===== src/rtl/altbl_pkg.sv =====
// ----------------------------------------------------------------------------
// altbl_pkg: shared definitions of the array list table engine
// Sizes, action and status codes, cell command types and conversions.
// ----------------------------------------------------------------------------
package altbl_pkg;

  localparam int DEPTH      = 32;
  localparam int DATA_WIDTH = 32;

  localparam int IDX_W   = (DEPTH > 1) ? $clog2(DEPTH) : 1;
  localparam int CNT_W   = $clog2(DEPTH + 1);
  localparam int POS_W   = 6;
  localparam int WORD_W  = 32;
  localparam int OIDX_W  = 5;

  typedef enum logic [2:0] {
    ACT_APPEND   = 3'd0,
    ACT_INSERT   = 3'd1,
    ACT_SEARCH   = 3'd2,
    ACT_MODIFY   = 3'd3,
    ACT_DELETE   = 3'd4,
    ACT_DUMP_FWD = 3'd5,
    ACT_DUMP_REV = 3'd6
  } action_e;

  typedef enum logic [2:0] {
    STS_OK        = 3'd0,
    STS_NOT_FOUND = 3'd1,
    STS_FULL      = 3'd2,
    STS_BAD_POS   = 3'd3,
    STS_EMPTY     = 3'd4
  } status_e;

  typedef enum logic [2:0] {
    CM_HOLD,
    CM_APPEND,
    CM_INSERT,
    CM_COMPARE,
    CM_MODIFY,
    CM_DELETE,
    CM_ROT_FWD,
    CM_ROT_REV
  } cell_mode_e;

  // Command broadcast to every cell of the chain.
  typedef struct packed {
    cell_mode_e            mode;
    logic [CNT_W-1:0]      count;
    logic [CNT_W-1:0]      pos;
    logic [DATA_WIDTH-1:0] wdata;
    logic [DATA_WIDTH-1:0] key;
  } cell_cmd_t;

  function automatic logic [DATA_WIDTH-1:0] to_elem(input logic [WORD_W-1:0] w);
    return DATA_WIDTH'(signed'(w));
  endfunction

  function automatic logic [WORD_W-1:0] to_word(input logic [DATA_WIDTH-1:0] e);
    return WORD_W'(signed'(e));
  endfunction

endpackage


===== src/rtl/altbl_cell.sv =====
// ----------------------------------------------------------------------------
// altbl_cell: one entry of the list chain
// Holds one element, loads it from its neighbors or the broadcast data as the
// command says, and keeps a registered match flag against the search key.
// ----------------------------------------------------------------------------
module altbl_cell
  import altbl_pkg::*;
(
  input  logic                  clk_i,
  input  logic [IDX_W-1:0]      idx_i,
  input  cell_cmd_t             cmd_i,
  input  logic [DATA_WIDTH-1:0] prev_i,
  input  logic [DATA_WIDTH-1:0] next_i,
  input  logic [DATA_WIDTH-1:0] head_i,
  input  logic [DATA_WIDTH-1:0] tail_i,
  input  logic                  first_i,
  input  logic                  after_i,
  output logic [DATA_WIDTH-1:0] data_o,
  output logic                  match_o
);

  logic [DATA_WIDTH-1:0] data_q, data_d;
  logic                  match_q, match_d;
  logic [CNT_W-1:0]      my_idx;
  logic                  in_list, is_tail;

  always_comb begin
    my_idx  = CNT_W'(idx_i);
    in_list = my_idx < cmd_i.count;
    is_tail = (my_idx + CNT_W'(1)) == cmd_i.count;
    data_d  = data_q;
    match_d = match_q;
    unique case (cmd_i.mode)
      CM_APPEND: begin
        if (my_idx == cmd_i.count) data_d = cmd_i.wdata;
      end
      CM_INSERT: begin
        if (my_idx == cmd_i.pos) begin
          data_d = cmd_i.wdata;
        end else if (my_idx > cmd_i.pos && my_idx <= cmd_i.count) begin
          data_d = prev_i;
        end
      end
      CM_COMPARE: begin
        match_d = in_list && (data_q == cmd_i.key);
      end
      CM_MODIFY: begin
        if (first_i) data_d = cmd_i.wdata;
      end
      CM_DELETE: begin
        if (after_i && !is_tail && in_list) data_d = next_i;
      end
      CM_ROT_FWD: begin
        if (in_list) data_d = is_tail ? head_i : next_i;
      end
      CM_ROT_REV: begin
        if (in_list) data_d = (idx_i == '0) ? tail_i : prev_i;
      end
      default: begin
        data_d = data_q;
      end
    endcase
  end

  always_ff @(posedge clk_i) begin
    data_q  <= data_d;
    match_q <= match_d;
  end

  assign data_o  = data_q;
  assign match_o = match_q;

endmodule


===== config.mk =====
export PLATFORM = sky130hd
export DESIGN_NAME = altbl_cell
export DESIGN_NICKNAME = d
export VERILOG_FILES = /design/src/rtl/altbl_pkg.sv /design/src/rtl/altbl_cell.sv
export SDC_FILE = /design/constraint.sdc
export NUM_CORES = 1
export LEC_CHECK = 0
export BUFFER_PORTS_ARGS = -buffer_cell sky130_fd_sc_hd__buf_2
export CORE_UTILIZATION = 40
export CTS_BUF_LIST = sky130_fd_sc_hd__clkbuf_2 sky130_fd_sc_hd__clkbuf_4 sky130_fd_sc_hd__clkbuf_8
export DETAILED_ROUTE_END_ITERATION = 16
export PLACE_DENSITY = 0.84
export SLEW_MARGIN = 20
export SYNTH_ARGS = -nofsm -noshare
export SYNTH_HDL_FRONTEND = slang
export SYNTH_SLANG_ARGS = --single-unit

===== constraint.sdc =====
create_clock -name clk_i -period 4 [get_ports clk_i]
set_clock_uncertainty 0.15 [all_clocks]
set_input_delay 0.8 -clock clk_i [delete_from_list [all_inputs] [get_ports clk_i]]
set_output_delay 0.8 -clock clk_i [all_outputs]
set_load 0.005 [all_outputs]

==> results of run 1 <==
## cells by family after synthesis
| logic type | Yosys count | share of synthesized area, % |
|---|---|---|
| AO/OA/AOI/OAI | 147 | 31.2 |
| AND/OR/NAND/NOR | 133 | 20.2 |
| buffers and inverters | 92 | 10.3 |
| XOR/XNOR | 38 | 8.88 |
| flip-flops | 33 | 25.3 |
| adder cells (fa/ha/maj) | 12 | 3.83 |
| multiplexers | 1 | 0.287 |
## worst reg2reg max path: stages (launching register included)
cell and delay, ns:
edfxtp_1 0.46, xor2_1 0.18, nor4_1 0.41, nand4_1 0.23
nor3_1 0.23
## power by group through the flow
stage | logic [mW] | clock network [mW] | registers (mW)
5_1_grt | 0.592 | 0.275 | 0.533
6_report | 0.545 | 0.257 | 0.529
3_5_place_dp | 0.537 | 0 | 0.536
2_1_floorplan | 0.267 | 0 | 0.519
4_1_cts | 0.540 | 0.260 | 0.528
3_3_place_gp | 0.523 | 0 | 0.533
## registers in the layout (all words and copies together), names as in the netlist
name / flops
data_o: 32
match_o: 1
## Yosys cell counts (2+ instances only)
library cell  count  area, µm²
a211oi_1         32        240
a21o_1            3       22.5
a21oi_1           3       15.0
a221o_1          31        310
a221oi_1          2       17.5
a31o_2            2       17.5
and4b_1           2       20.0
buf_2            11       55.1
buf_6             6       67.6
clkbuf_1         29        109
edfxtp_1         33        991
ha_1             12        150
inv_1            45        169
nand2_1           7       26.3
nand3_1           4       20.0
nand3b_1          2       15.0
nand4_1           2       12.5
nand4b_1         31        272
nor2_1           33        124
nor2b_1           2       12.5
nor3_1           32        160
nor4_1            9       56.3
o21ai_0           3       15.0
o22ai_1          32        200
o311a_1          31        310
xnor2_1           4       35.0
xor2_1           33        289
## final timing paths
check                     to  cells past startpoint  slack, ns
setup reg to reg     match_o                      4       2.17
hold / removal    data_o[17]                      2       0.66
hold reg to reg      match_o                      4       0.81
setup / recovery  data_o[30]                     10       1.00
## final cells by class
class	count	area, µm²	area share (%)
Inverter	45	169	3.19
Clock inverter	2	10.0	0.189
Tap cell	129	161	3.05
Timing Repair Buffer	260	1350	25.4
Sequential cell	33	991	18.7
Multi-Input combinational cell	331	2540	48.0
Clock buffer	6	76.3	1.44
## layer usage
layer	vias up	track usage (%)	share of wire, %
met5	-	0	0
met4	0	11.1	2.8
met3	51	5.96	9.9
li1	2253	-	-
met1	2289	33.4	37
met2	347	53.1	50
## through the flow
| stage | hold WS (ns) | util, % | cell area [µm²] |
|---|---|---|---|
| 2_1_floorplan | 0.659 | - | 3920 |
| 3_3_place_gp | 0.768 | 55.6 | 5210 |
| 3_5_place_dp | 0.795 | 55.6 | 5210 |
| 4_1_cts | 0.656 | 56.5 | 5300 |
| 5_1_grt | 0.650 | 56.5 | 5300 |
| 6_report | 0.663 | 56.5 | 5300 |
==> results.yml, run 1 <==
status:
  status: "complete, no violations"
finish:
  area_delta_synth_final_pct: 35.2
  fill_cells: 881
  layout_common_cells: "247 x buf_2, 45 x inv_1, 33 x xor2_1, 33 x nor2_1, 33 x edfxtp_1"
  num-nets-final: 903
  fin_cells: 806
  layout_commonest_cell: "buf_2"
  drive_above_1_share_pct: 41.2
  diodes: 0
setup_path:
  max_stage_delay_ns: 0.41
  worstReg2RegStart: "data_o[20]"
  cp-end-kind: "flip-flop"
  critPathLaunch: "idx_i[0]"
  critical_path_class: "in2reg"
  crit_family: "buffers and inverters"
  crit_buf_inv: 4
  crit_path_frequent_cell: "buf_4"
  cp_slowest_cell: "buf_4"
  start_kind: "primary input"
  crit_required_ns: 3.87
  path_cells: "buf_2 -> inv_1 -> ha_1 -> nor4b_2 -> buf_4 -> buf_4 -> nor2_1 -> a211oi_1 -> nor3_1 -> a221o_1"
  path_max_fanout: 38
  crit_arrival_ns: 2.86
run:
  drv_cap: 0
synthesis:
  async_reset_ff_share_pct: 0
  yosysSeqAreaShare_pct: 25.3
  netlist_instances: 456
  syn-cell-area_um2: 3920
  avgSynthCellArea_um2: 8.59
  synth_edf_count: 33
  synth_ff_type: "edfxtp_1"
  ys_types: 47
  ys_ff_latch: 33
  syn_nets: 683
  ys_warn_count: 0
power:
  ir_drop_mv: 0.128
  power.share.switching_pct: 35.9
  seq_power_share_pct: 39.8
  power_density_nw_per_um2: 251
  p_int_uw: 853
  p_leak_nw: 2.50
  combinationalPowerShare_pct: 40.9
  total_power_mw: 1.33
  p_sw_uw: 478
  clkPwrFrac_pct: 19.3
cts:
  holdBufCountCts: 0
  cts_tree: "yes"
  h-tree-depth: 2
  cts_buffer_depth: 2
  clk_pin_slew_ns: 0.08
  cts_buffers: 5
  clk-insertion-delay-late_ns: 0.29
  clock_sinks: 33
  cts_resized: 0
  cts-root-buf: "clkbuf_8"
  postCtsSetupBuffers: 0
placed_design:
  port-buffer-count: 247
  post-place-ws_ns: 0.748
  place_congestion: 0.885
  dp_hpwl_um: 12000
  place_inst: 798
timing:
  worst_pin_slew_ns: 0.949
  finalSetupViolCount: 0
  hold_viol: 0
  period_needed_ns: 3.00
  timing.fmax_mhz: 334
  final.setup.worst_slack_ns: 1.00
  relSlewSlack_pct: 36.6
  final.period_utilization_pct: 75.0
  finalSetupTns_ns: 0
  finalMaxSlewViolations: 0
  grt_setup_unrepaired: "no"
global_route:
  grt_usage_pct: 29.2
  grt_pass1_vias: 4700
  overflow: 0
  antenna_found_initial: 0
  grt_max_degree: 39
  grt_pass1_wl_um: 23000
die:
  core.rowCount: 35
  die_h_um: 101
  initial_utilization_pct: 41.8
  ios: 248
  die_area_um2: 10200
  die_w_um: 101
  core_area_um2: 9370
drt:
  wl_per_cell_um: 19.3
  drt_wl_total_um: 15500
  antenna_left: 0
  drt-initial-drc-count: 350
  vias_per_cell: 6.13
  drcViolationCount: 0
  vias: 4940
  dr.pass1.iters: 5
min_path:
  worstHoldStart: "head_i[17]"
  hp-class: "in2reg"
No activity file was read; power rests on OpenSTA's default activity.
==> inputs of run 2 (changes only) <==
PLACE_DENSITY = 0.87   (was 0.84)
clock period = 2.45 ns   (was 4 ns; I/O delays follow)
==> run 2 against run 1 <==
Effect of this change: the run now ends with setup timing left; combinational power grew 89%; highest routed layer unchanged; non-clock buffer count rose by 34; clock-buffer cell count unchanged; largest cell class unchanged; global-route usage rose by 2.5 points; sequential share of layout area fell by 1.7 points.
==> results.yml, run 2 (synthesis gave the netlist of run 1 again) <==
finish:
  design_area_um2: 5830
  num-nets-final: 940
  fin_cells: 843
  drive_above_1_share_pct: 45.9
  layout_common_cells: "247 x buf_2, 42 x inv_1, 38 x buf_4"
  diodes: 0
  largest_reg_flops: 32
  layout_commonest_cell: "buf_2"
  area_delta_synth_final_pct: 48.7
  fill_cells: 820
power:
  combinationalPowerShare_pct: 42.5
  total_power_mw: 2.41
  ir_drop_mv: 0.228
  seq_power_share_pct: 35.9
  power.share.switching_pct: 34.4
  power_density_nw_per_um2: 414
  p_leak_nw: 2.72
  p_int_mw: 1.58
  clkPwrFrac_pct: 21.6
  p_sw_uw: 829
drt:
  drt-initial-drc-count: 476
  vias_per_cell: 6.10
  dr.pass1.iters: 5
  drcViolationCount: 0
  wl_per_cell_um: 19.8
  drt_wl_total_um: 16700
  vias: 5139
  antenna_left: 0
die:
  core_area_um2: 9370
  initial_utilization_pct: 41.8
  die_area_um2: 10200
  ios: 248
  die_h_um: 101
  core.rowCount: 35
  die_w_um: 101
timing:
  final.setup.worst_slack_ns: -0.0448
  final.period_utilization_pct: 102
  finalSetupTns_ns: -1.97
  worst_pin_slew_ns: 0.576
  hold_viol: 0
  finalSetupViolCount: 63
  period_needed_ns: 2.49
  finalMaxSlewViolations: 0
  timing.fmax_mhz: 401
  relSlewSlack_pct: 61.2
placed_design:
  dpl_cell_area_um2: 5560
  dp_hpwl_um: 12500
  port-buffer-count: 247
  place_inst: 827
  post-place-ws_ns: -0.365
  place_congestion: 0.891
setup_path:
  cp-end-kind: "flip-flop"
  start_kind: "primary input"
  path_max_fanout: 8
  crit_arrival_ns: 2.38
  crit_required_ns: 2.34
  critical_path_class: "in2reg"
global_route:
  grt_pass1_wl_um: 25000
  overflow: 0
  grt_usage_pct: 31.7
  grt_pass1_vias: 5267
  grt_max_degree: 41
  antenna_found_initial: 0
cts:
  cts_tree: "yes"
  clk_pin_slew_ns: 0.07
  cts-root-buf: "clkbuf_8"
  cts_buffer_depth: 2
  clk-insertion-delay-late_ns: 0.29
  clock_sinks: 33
  h-tree-depth: 2
  cts_buffers: 5
status:
  status: "complete, but fails checks"
  violations: "setup timing"
min_path:
  hp-class: "in2reg"
run:
  drv_cap: 0
==> run 2: cell types whose count changed in the layout (fill, tap and decap cells not counted), sizes merged <==
cell    change
buf        +34
a21oi       +3
bufinv      +1
clkinv      -1
==> run 2: routing by layer <==
metal  global-route usage [%]  share of wire, %  vias to the layer above
met4                     18.3               4.1                        0
li1                         -                 -                     2342
met5                        0                 0                        -
met1                     36.3                38                     2366
met2                     54.8                49                      364
met3                     6.31               9.5                       67
==> run 2: metrics by stage <==
step	utilization [%]	hold slack (ns)
global placement	59.3	0.642
finish	62.2	0.355
CTS	60.9	0.344
detailed placement	59.3	0.646
floorplan	-	0.545
global route	62.2	0.349
==> run 2: area by class of cell <==
class / count / area [µm²] / share of cell area [%]
clock buffer: 6 / 76.3 / 1.31
sequential: 33 / 991 / 17.0
inverter: 45 / 191 / 3.29
timing repair buffer: 294 / 1680 / 28.8
tap: 129 / 161 / 2.77
clock inverter: 2 / 33.8 / 0.580
multi-input combinational: 334 / 2690 / 46.2
==> run 2: worst max-delay path: stages <==
cell	delay [ns]
buf_2	0.10
inv_1	0.07
ha_1	0.33
xnor2_2	0.18
o211ai_1	0.16
and4b_4	0.49
a21oi_4	0.15
a221o_1	0.40
==> run 2: path summary, 6_finish.rpt <==
kind | endpoint | slack (ns) | cells after the start | startpoint
hold / removal | data_o[3] | 0.35 | 2 | head_i[3]
setup / recovery | data_o[5] | -0.04 | 8 | idx_i[0]
setup reg to reg | match_o | 0.58 | 4 | data_o[2]
hold reg to reg | match_o | 0.76 | 4 | data_o[28]
==> run 2: power by group through the flow <==
stage                     sequential (mW)  combinational (mW)  clock [mW]
final                               0.865                1.03       0.522
after floorplan                     0.846               0.454           0
after CTS                           0.863               0.974       0.534
after global routing                0.871                1.11       0.557
after detailed placement            0.876               0.955           0
after global placement              0.872               0.923           0
==> run 2: timing repair <==
action                                  CTS  global route
pin swaps                                 2             5
resized for setup                         6            11
gates cloned                              1             2
buffers inserted                          0             5
endpoints found under the setup margin   63            63
hold buffers                              0             0
